<file path="src/lmt_pkg.sv">
// lmt_pkg: shared types and codes for the longest match tokenizer
// no dependencies; compiled first
package lmt_pkg;

  // at most this many result words per input word
  localparam int unsigned RESULT_LIMIT = 16;
  localparam int CNT_W = 5;

  typedef enum logic [1:0] {
    OP_VOCAB_BYTE = 2'd0,
    OP_VOCAB_END  = 2'd1,
    OP_TEXT       = 2'd2,
    OP_DECODE     = 2'd3
  } op_t;

  typedef enum logic [1:0] {
    KIND_TOKEN  = 2'd0,
    KIND_BYTE   = 2'd1,
    KIND_EMPTY  = 2'd2,
    KIND_STATUS = 2'd3
  } kind_t;

  typedef enum logic [1:0] {
    LS_STORED   = 2'd0,
    LS_EMPTY    = 2'd1,
    LS_FULL     = 2'd2,
    LS_TOO_LONG = 2'd3
  } load_status_t;

  typedef enum logic [4:0] {
    S_IDLE, S_DISPATCH, S_VEND, S_TPRE, S_APPEND, S_TCHK, S_TEND,
    S_MSTART, S_MLEN, S_MLENW, S_MRD, S_MCMP, S_MDONE, S_MTOK, S_SHIFT,
    S_DSTART, S_DLEN, S_DRD, S_DBYTE, S_DEMPTY
  } state_t;

  typedef enum logic [4:0] {
    DP_NOP, DP_LATCH, DP_VBYTE, DP_VEND, DP_APPEND, DP_MSTART, DP_LEN_RD,
    DP_LEN_SKIP, DP_LEN_TAKE, DP_VB_RD, DP_CMP_NEXT, DP_CMP_HIT, DP_MDONE,
    DP_TOK, DP_SHIFT, DP_PEND_FLUSH, DP_DSTART, DP_DBYTE, DP_DEMPTY
  } dp_op_t;

  typedef struct packed {
    dp_op_t op;
  } ctl_t;

  typedef struct packed {
    op_t  op;
    logic eot;
    logic fill_zero;
    logic fill_full;
    logic len_ok;
    logic e_end;
    logic cmp_eq;
    logic i_last;
    logic dec_last;
    logic best_zero;
    logic rem_last;
    logic tok_full;
    logic pend_valid;
    logic id_ok;
    logic out_free;
  } sts_t;

endpackage

</file>
<file path="src/lmt_ctrl.sv">
// lmt_ctrl: sequencer for load, encode match scan and decode
// depends on lmt_pkg
module lmt_ctrl (
  input  logic          clk,
  input  logic          rst_n,
  input  logic          in_valid,
  output logic          in_ready,
  input  lmt_pkg::sts_t sts,
  output lmt_pkg::ctl_t ctl
);
  import lmt_pkg::*;

  state_t state_r, state_nxt;
  logic   pre_r, pre_nxt;   // match run before the text byte goes in

  always_ff @(posedge clk) begin
    if (!rst_n) begin
      state_r <= S_IDLE;
      pre_r   <= 1'b0;
    end else begin
      state_r <= state_nxt;
      pre_r   <= pre_nxt;
    end
  end

  always_comb begin
    state_nxt = state_r;
    pre_nxt   = pre_r;
    in_ready  = 1'b0;
    ctl.op    = DP_NOP;
    case (state_r)
      S_IDLE: begin
        in_ready = 1'b1;
        if (in_valid) begin
          ctl.op    = DP_LATCH;
          state_nxt = S_DISPATCH;
        end
      end
      S_DISPATCH: begin
        case (sts.op)
          OP_VOCAB_BYTE: begin
            ctl.op    = DP_VBYTE;
            state_nxt = S_IDLE;
          end
          OP_VOCAB_END: state_nxt = S_VEND;
          OP_TEXT:      state_nxt = S_TPRE;
          OP_DECODE:    state_nxt = S_DSTART;
          default:      state_nxt = S_IDLE;
        endcase
      end
      S_VEND: begin
        if (sts.out_free) begin
          ctl.op    = DP_VEND;
          state_nxt = S_IDLE;
        end
      end
      S_TPRE: begin
        if (sts.fill_full) begin
          pre_nxt   = 1'b1;
          state_nxt = S_MSTART;
        end else begin
          state_nxt = S_APPEND;
        end
      end
      S_APPEND: begin
        ctl.op    = DP_APPEND;
        state_nxt = S_TCHK;
      end
      S_TCHK: begin
        if (!sts.fill_zero && (sts.fill_full || sts.eot)) begin
          state_nxt = S_MSTART;
        end else begin
          state_nxt = S_TEND;
        end
      end
      S_TEND: begin
        if (!sts.pend_valid) begin
          state_nxt = S_IDLE;
        end else if (sts.out_free) begin
          ctl.op    = DP_PEND_FLUSH;
          state_nxt = S_IDLE;
        end
      end
      S_MSTART: begin
        ctl.op    = DP_MSTART;
        state_nxt = S_MLEN;
      end
      S_MLEN: begin
        if (sts.e_end) begin
          state_nxt = S_MDONE;
        end else begin
          ctl.op    = DP_LEN_RD;
          state_nxt = S_MLENW;
        end
      end
      S_MLENW: begin
        if (sts.len_ok) begin
          ctl.op    = DP_LEN_TAKE;
          state_nxt = S_MRD;
        end else begin
          ctl.op    = DP_LEN_SKIP;
          state_nxt = S_MLEN;
        end
      end
      S_MRD: begin
        ctl.op    = DP_VB_RD;
        state_nxt = S_MCMP;
      end
      S_MCMP: begin
        if (!sts.cmp_eq) begin
          ctl.op    = DP_LEN_SKIP;
          state_nxt = S_MLEN;
        end else if (sts.i_last) begin
          ctl.op    = DP_CMP_HIT;
          state_nxt = S_MLEN;
        end else begin
          ctl.op    = DP_CMP_NEXT;
          state_nxt = S_MRD;
        end
      end
      S_MDONE: begin
        ctl.op    = DP_MDONE;
        state_nxt = sts.best_zero ? S_SHIFT : S_MTOK;
      end
      S_MTOK: begin
        if (sts.tok_full) begin
          state_nxt = S_SHIFT;
        end else if (!sts.pend_valid || sts.out_free) begin
          ctl.op    = DP_TOK;
          state_nxt = S_SHIFT;
        end
      end
      S_SHIFT: begin
        ctl.op = DP_SHIFT;
        if (sts.rem_last) begin
          if (pre_r) begin
            pre_nxt   = 1'b0;
            state_nxt = S_APPEND;
          end else begin
            state_nxt = S_TCHK;
          end
        end
      end
      S_DSTART: begin
        if (sts.id_ok) begin
          ctl.op    = DP_DSTART;
          state_nxt = S_DLEN;
        end else begin
          state_nxt = S_DEMPTY;
        end
      end
      S_DLEN: begin
        ctl.op    = DP_LEN_TAKE;
        state_nxt = S_DRD;
      end
      S_DRD: begin
        ctl.op    = DP_VB_RD;
        state_nxt = S_DBYTE;
      end
      S_DBYTE: begin
        if (sts.out_free) begin
          ctl.op    = DP_DBYTE;
          state_nxt = sts.dec_last ? S_IDLE : S_DRD;
        end
      end
      S_DEMPTY: begin
        if (sts.out_free) begin
          ctl.op    = DP_DEMPTY;
          state_nxt = S_IDLE;
        end
      end
      default: state_nxt = S_IDLE;
    endcase
  end
endmodule

</file>
<file path="config.mk">
export PLATFORM = sky130hd
export DESIGN_NAME = lmt_ctrl
export DESIGN_NICKNAME = d
export VERILOG_FILES = /design/src/lmt_pkg.sv /design/src/lmt_ctrl.sv
export SDC_FILE = /design/constraint.sdc
export NUM_CORES = 1
export LEC_CHECK = 0
export BUFFER_PORTS_ARGS = -buffer_cell sky130_fd_sc_hd__clkbuf_2
export CORE_ASPECT_RATIO = 0.75
export CORE_MARGIN = 2
export CORE_UTILIZATION = 49
export CTS_BUF_LIST = sky130_fd_sc_hd__clkbuf_4 sky130_fd_sc_hd__clkbuf_8
export DETAILED_ROUTE_END_ITERATION = 6
export GPL_TIMING_DRIVEN = 1
export PLACE_DENSITY = 0.78
export SYNTH_ARGS = -nofsm -noshare
export SYNTH_HDL_FRONTEND = slang
export SYNTH_SLANG_ARGS = --single-unit
</file>
<file path="constraint.sdc">
create_clock -name clk -period 1.75 [get_ports clk]
set_input_delay 0.35 -clock clk [delete_from_list [all_inputs] [get_ports clk]]
set_output_delay 0.35 -clock clk [all_outputs]
set_load 0.01 [all_outputs]
</file>
# Word level (Yosys, flattened, before mapping)
# Cells that the tools add are included.
[totals]
in_bits = 19
latch_bits = 0
register_bits = 6
romBits = 0
memories = 0
out_inout_bits = 6
mem_bits_rw = 0
[classes]
n_div = 0
n_reduce_logical = 12
bitwise_logic = 0
n_addsub = 0
n_lt_le_gt_ge = 0
mux = 38
n_mul = 0
eq_ne = 27
shifts = 0
[ops]
columns = ["cell", "n"]
rows = [
  ["one-hot mux 5 bit (19 select lines)", 1],
  ["one-hot mux 5 bit (17 select lines)", 1],
  ["2-to-1 mux 5 bit", 11],
  ["equality test 5 x 4 -> 1 bit, second input constant", 8],
  ["2-to-1 mux 4 bit", 6],
  ["equality test 5 x 3 -> 1 bit, second input constant", 4],
  ["equality test 5 bit, second input constant", 4],
  ["one-hot mux 5 bit (4 select lines)", 1],
  ["2-to-1 mux 2 bit", 8],
  ["equality test 5 x 2 -> 1 bit, second input constant", 2],
  ["inequality test 2 bit, second input constant", 4],
  ["2-to-1 mux 1 bit", 7],
  ["2-to-1 mux 3 bit", 2],
  ["equality test 5 x 1 -> 1 bit, second input constant", 1],
  ["logical NOT 5 bit", 1],
  ["equality test 2 bit, second input constant", 2],
  ["AND reduction 4 bit", 1],
  ["OR reduction 2 bit", 2],
  ["inequality test 3 bit, second input constant", 1],
  ["AND reduction 3 bit", 1],
  ["equality test 2 x 1 -> 1 bit, second input constant", 1],
  ["logical NOT 1 bit", 2],
  ["logical NOT 2 bit", 1],
  ["logical OR 1 bit", 2],
  ["3 further kinds", 3],
]

# Logic depth before layout (Yosys ltp)
# Gate-level depths: netlist of run 1.
[logic_depth]
ltp_word = 5
ltp_mapped = 7
mapped_depth_nobuf = 5

# Worst setup path before layout of run 1
# No wires, ideal clock.
[synth_timing]
path_kind = "register to output"
start = "register state_r[0]"
end = "output port ctl[3] (netlist bit)"
t_required_ps = 1400
arrival_ps = 1379
path_slack_ps = 21
stages_incl_launch_ff = 6
path_cell_list = "dfxtp_1 > and2b_1 > nor3b_1 > a31oi_1 > o22a_1 > or3b_1"
[synth_lines]
columns = ["element", "line", "source"]
rows = [
  ["from (decl)", "lmt_ctrl.sv:13", "state_t state_r, state_nxt;"],
  ["from (signal assigned)", "lmt_ctrl.sv:21", "state_r <= state_nxt;"],
  ["to (decl)", "lmt_ctrl.sv:9", "output lmt_pkg::ctl_t ctl"],
]

==> results of run 1 <==
==> layout make-up <==
cell class / count / area [µm²]
clock buffer: 3 / 22.5
inverter: 2 / 7.51
tap: 22 / 27.5
timing repair buffer: 55 / 384
sequential: 6 / 131
fill: 120 / 343
multi-input combinational: 115 / 890
==> kinds of logic (layout without fill, tap and decap cells) <==
kind of cell           after synthesis  after routing  share of synthesized area
AND/OR/NAND/NOR                     64             64                      0.406
multiplexers                         3              3                     0.0310
AO/OA/AOI/OAI                       46             46                      0.342
flip-flops                           6              6                      0.124
XOR/XNOR                             2              2                     0.0181
buffers and inverters               13             60                     0.0787
==> sequential cells by signal (all words and copies together), names as in the netlist <==
signal	flops
state_r	5
pre_r	1
==> per-layer routing <==
layer	vias to the layer above	GRT usage	routed length (µm)
met2	122	0.502	1630
met3	41	0.0617	523
li1	604	-	-
met4	0	0.171	268
met5	-	0	0
met1	634	0.436	1490
==> synthesized netlist by cell type (all sizes together) (2+ instances only) <==
library cell / instances / area [µm²]
nor3b: 3 / 22.5
o211ai: 3 / 22.5
nand3: 7 / 35.0
mux2i: 3 / 30.0
nor2b: 8 / 50.1
nand3b: 6 / 48.8
a21oi: 5 / 25.0
nand2b: 3 / 18.8
nor3: 4 / 25.0
buf: 9 / 61.3
clkbuf: 2 / 7.51
inv: 2 / 7.51
a32oi: 4 / 35.0
nor4b: 3 / 32.5
dfxtp: 6 / 120
nor2: 7 / 26.3
or4b: 2 / 20.0
o21ai: 11 / 58.8
a31oi: 4 / 25.0
a22oi: 5 / 37.5
and2: 5 / 33.8
nand2: 10 / 37.5
and2b: 3 / 22.5
a21boi: 3 / 22.5
==> worst register-to-register path: cells and delay by family, from the launching register on <==
kind	cells	cell delay [ns]
AND/OR/NAND/NOR	2	0.45
flip-flops	1	0.36
AO/OA/AOI/OAI	3	0.65
buffers and inverters	1	0.19
==> worst min-delay path by stage <==
stage	end	from
floorplan	state_r[2]	rst_n
global placement	pre_r	pre_r
detailed placement	pre_r	pre_r
CTS	state_r[2]	rst_n
global route	state_r[4]	rst_n
finish	state_r[2]	rst_n
==> power groups by stage <==
stage	clock network, mW	logic (mW)	registers (mW)
3_5_place_dp	0	0.453	0.169
2_1_floorplan	0	0.276	0.164
5_1_grt	0.151	0.588	0.171
6_report	0.147	0.559	0.169
4_1_cts	0.136	0.494	0.167
3_3_place_gp	0	0.441	0.168
==> repair_timing <==
action                                  CTS  global route
endpoints found under the setup margin    8             8
buffers inserted                          4             2
gates cloned                              0             0
pin swaps                                 3             3
resized for setup                        23            16
==> per-stage QoR <==
stage          area (µm²)  std cells  worst slack [ns]  total power [mW]   util
2_1_floorplan         970        134            0.0205             0.440      -
4_1_cts              1380        201            -0.329             0.798  0.762
5_1_grt              1460        203            -0.440             0.909  0.810
6_report             1460        203            -0.403             0.875  0.810
3_5_place_dp         1250        194            -0.118             0.622  0.692
3_3_place_gp         1250        194           -0.0487             0.609  0.692
==> impl_metrics.ini, run 1 <==
[pwr]
p_leak_nw = 0.605
powerDensity_mw_per_mm2 = 598
ir_drop_uv = 531
p_sw_frac = 0.433
switchingPower_mw = 0.379
p_int_mw = 0.496
comb_power_share = 0.639
p_seq_frac = 0.193
clockPowerShare = 0.168

[critical_path]
regToRegSetupSlack_ns = 0
cp.required_ns = 1.40
endpoint_kind = output port
r2r.worst_path.cells = 6
path_delay_family = simple AND/OR/NAND/NOR gates
endpoint = ctl[3]
critPathMaxFanout = 4
cp_num_cells = 6
startpoint_type = flop
crit_arrival_ns = 1.80
reg2reg_to = state_r[0]
slowest_stage = or3b_1
r2r_start = state_r[4]
crit_path_max_incr_delay_ns = 0.35
path_cells = and2b_1 > nor3b_4 > a31oi_1 > o22a_1 > or3b_1 > clkbuf_2
cp-startpoint = state_r[1]
critPathKind = reg -> out
cp_num_buf_inv = 1

[cts]
cts_tree = done
clk_latency_ns = 0.27
cts.clk_slew.worst_paths_ns = 0.05
cts_sinks = 6
hold_buffers = 0
cts_made_buffers = 3
htreeDepth = 1
clk_path_buf_depth = 2
cts_root_buf = clkbuf_4

[route]
routed-via-count = 1401
routedWlPerCell_um = 19.3
routed_wl_mm = 3.91
first_iter_violations = 144
drc = 11
routed_via_density = 6.90
antenna_left = 0
dr.pass1.iters = 7

[timing]
finalSetupTns_ns = -1.44
finalHoldViolCount = 0
rsz0062_at_grt = true
skew_ns = 0.00237
period_minus_slack_ns = 2.15
slew_viol_final = 0
timing.final.crit_share = 1.23
slew_headroom = 0.737
max_freq_mhz = 464
holdWs_ns = 0.375
setup_viol = 6
fin_ws_ns = -0.403
worst_pin_slew_ns = 0.394

[grt]
grt_max_degree = 17
antenna_found_initial = 0
gr-total-overflow = 0
grt_pass1_vias = 1265
grt_pass1_wl_mm = 5.92
grt_use_total = 0.328

[hold_path]
min_path_cells = 2
hold_path_class = in -> reg

[placement]
gp_congestion = 1.01
portBuffers = 24
hpwl_mm = 2.65

[floorplanning]
rows = 13
die_x_um = 55.4
io_pins = 25
fp.dieH_um = 42.5
core_mm2 = 0.00181
start_util = 0.537
fp.dieArea_mm2 = 0.00235

[final_layout]
synthToLayoutAreaGrowth_pct = 50.8
antenna_cells = 0
layout_commonest_cell = buf_4
final_nets = 202
drive_above_1_share = 0.486
layout_common_cells = 26 x buf_4, 21 x clkbuf_2, 10 x nand2_1

[logic_synthesis]
synth_cell_type_count = 48
synth_ff_type = dfxtp_1
synth_edf_count = 0
ys_ff_latch = 6
avgSynthCellArea_um2 = 7.24
netlist_area_um2 = 970
async_flop_share = 0
syn_inst = 134
syn-num-nets = 153
synth_warnings = 0
yosysSeqAreaShare = 0.124

[run_status]
status = complete, but fails checks
violations = design-rule violations, negative setup slack

[run]
max_cap_viol_count = 0
No activity file was read; power rests on OpenSTA's default activity.
==> run 2: changes to the inputs <==
ABC_AREA = 1   (was not set)
CORE_UTILIZATION = 48   (was 49)
==> run 2 against run 1 <==
Flip-flop and latch count is the same. Area after synthesis is 13% lower. First-iteration DRC count down 9.0%. Via count up 5.2%. Non-clock buffer count down 2. Critical endpoint is now ctl[4]. Worst setup slack better by 0.23 ns. Critical path depth rose by 2. Clock skew up 0.0028 ns. Sequential power is 48% higher. Power increased by 47%. The flow finishes with violations (negative setup slack). Critical path type unchanged. Clock-buffer cell count did not move.
==> impl_metrics.ini, run 2 <==
[route]
routed_wl_mm = 4.23
first_iter_violations = 131
routed-via-count = 1474
antenna_left = 0
routed_via_density = 6.14
drc = 0
routedWlPerCell_um = 17.6
dr.pass1.iters = 6

[logic_synthesis]
synthTopCellsByCount = 47 x nand2_1, 25 x inv_1, 25 x nor2_1, 15 x nand3_1, 7 x a21oi_1
synth.top_cell.area_share = 0.208
synth_warnings = 0
netlist_area_um2 = 847
syn_inst = 163
avgSynthCellArea_um2 = 5.20
synth_ff_type = dfxtp_1
synthAdderAreaFrac = 0
syn-num-nets = 182
synth_edf_count = 0
synth_top_family_by_area = simple AND/OR/NAND/NOR gates
synthSimpleGateAreaFrac = 0.628
synth_top_cell_by_area = nand2_1
synth_compound_area_frac = 0.0960
yosysSeqAreaShare = 0.142
async_flop_share = 0
synth_most_common_cell = nand2_1
ys_ff_latch = 6
muxShareOfSynthArea = 0
synth_cell_type_count = 25
synth_area_leaders = nand2_1 21%, dfxtp_1 14%, inv_1 11%
synth-xor-area-share = 0

[cts]
hold_buffers = 0
clk_path_buf_depth = 2
htreeDepth = 1
cts_made_buffers = 3
cts_tree = done
cts_sinks = 6
clk_latency_ns = 0.26
cts_root_buf = clkbuf_4
cts.clk_slew.worst_paths_ns = 0.05

[pwr]
powerDensity_mw_per_mm2 = 905
switchingPower_mw = 0.654
comb_power_share = 0.702
p_seq_frac = 0.194
clockPowerShare = 0.104
p_leak_nw = 0.792
ir_drop_uv = 713
p_int_mw = 0.634
p_sw_frac = 0.508

[critical_path]
crit_arrival_ns = 1.58
critPathKind = reg -> out
cp.required_ns = 1.40
critPathMaxFanout = 4
startpoint_type = flop
endpoint_kind = output port

[timing]
timing.final.crit_share = 1.10
rsz0062_at_grt = true
slew_viol_final = 0
holdWs_ns = 0.365
max_freq_mhz = 519
slew_headroom = 0.771
setup_viol = 5
worst_pin_slew_ns = 0.344
skew_ns = 0.00514
finalHoldViolCount = 0
period_minus_slack_ns = 1.93
fin_ws_ns = -0.177

[run]
max_cap_viol_count = 0

[final_layout]
multi_input_area_um2 = 778
layout_common_cells = 36 x nand2_1, 27 x buf_4, 21 x inv_1
largest_register_ff_count = 5
largest-register = state_r
layout_commonest_cell = nand2_1
final_nets = 239
antenna_cells = 0
drive_above_1_share = 0.495
largestRegisters = state_r x5, pre_r x1
fin_area_mm2 = 0.00142
register_area_um2 = 139
fill_cells = 98
synthToLayoutAreaGrowth_pct = 68.1

[placement]
portBuffers = 24
hpwl_mm = 2.42
gp_congestion = 0.993
dpl_cell_area_mm2 = 0.00111

[grt]
antenna_found_initial = 0
grt_pass1_vias = 1114
grt_max_degree = 7
grt_pass1_wl_mm = 4.70
grt_use_total = 0.321
gr-total-overflow = 0

[floorplanning]
die_x_um = 52.5
io_pins = 25
fp.dieArea_mm2 = 0.00212
start_util = 0.501
fp.dieH_um = 40.4
core_mm2 = 0.00169
rows = 13

[run_status]
status = complete, but fails checks
violations = negative setup slack

[hold_path]
hold_path_class = in -> reg
[run 2: cell types whose count changed after synthesis, sizes merged, moves of 5 or more]
cell | previous run | this run
nor2b | 8 | 0
a22oi | 5 | 0
nand4 | 0 | 5
nand2 | 10 | 50
o21ai | 11 | 1
nand3 | 7 | 16
nor2 | 7 | 32
inv | 2 | 29
and2 | 5 | 0
buf | 9 | 1
[run 2: layer usage]
layer | routed length (µm) | global-route usage
met1 | 1510 | 0.377
met2 | 1830 | 0.559
met4 | 357 | 0.205
met5 | 0 | 0
met3 | 536 | 0.0485
[run 2: final timing paths]
kind / end / depth (start not counted) / start / slack [ns]
setup / recovery: ctl[4] / 8 / state_r[3] / -0.18
hold / removal: state_r[2] / 3 / rst_n / 0.37
setup reg to reg: state_r[1] / 12 / state_r[3] / 0.08
hold reg to reg: pre_r / 2 / pre_r / 0.57
[run 2: area by class of cell]
class | instances | area share
tap | 22 | 0.0193
clock buffer | 3 | 0.0158
timing repair buffer | 53 | 0.243
inverter | 29 | 0.0782
sequential | 6 | 0.0975
multi-input combinational | 127 | 0.547
[run 2: power by group through the flow]
stage	clock, mW	sequential [mW]	combinational [mW]
floorplan	0	0.206	0.394
global placement	0	0.212	0.634
detailed placement	0	0.216	0.643
CTS	0.131	0.238	0.698
global route	0.146	0.254	0.958
finish	0.133	0.250	0.905
[run 2: cell families after synthesis]
family / after synthesis
simple gates: 114
flops: 6
buf+inv: 30
compound gates: 13
[run 2: worst max-delay path, stage by stage (launching register included)]
cell and delay [ns]:
dfxtp_4 0.36, nor2_4 0.17, nand2_2 0.09, inv_2 0.12, nand2_2 0.07, nor2_1 0.12, inv_1 0.08, o211ai_1 0.12
buf_2 0.18
[run 2: metrics by stage]
step | std cells | setup WS, ns | util | power (mW) | TNS [ns]
after global placement | 224 | 0.0123 | 0.656 | 0.846 | 0
after global routing | 240 | -0.243 | 0.842 | 1.36 | -0.907
after CTS | 230 | -0.0878 | 0.726 | 1.07 | -0.325
after floorplan | 163 | 0.180 | - | 0.600 | 0
final | 240 | -0.177 | 0.842 | 1.29 | -0.689
after detailed placement | 224 | 0.00367 | 0.656 | 0.859 | 0
[run 2: what timing repair did]
action	4_1_cts	5_1_grt
setup endpoints to repair	5	5
buffers inserted	3	10
pin swaps	5	17
gates resized for setup	25	38
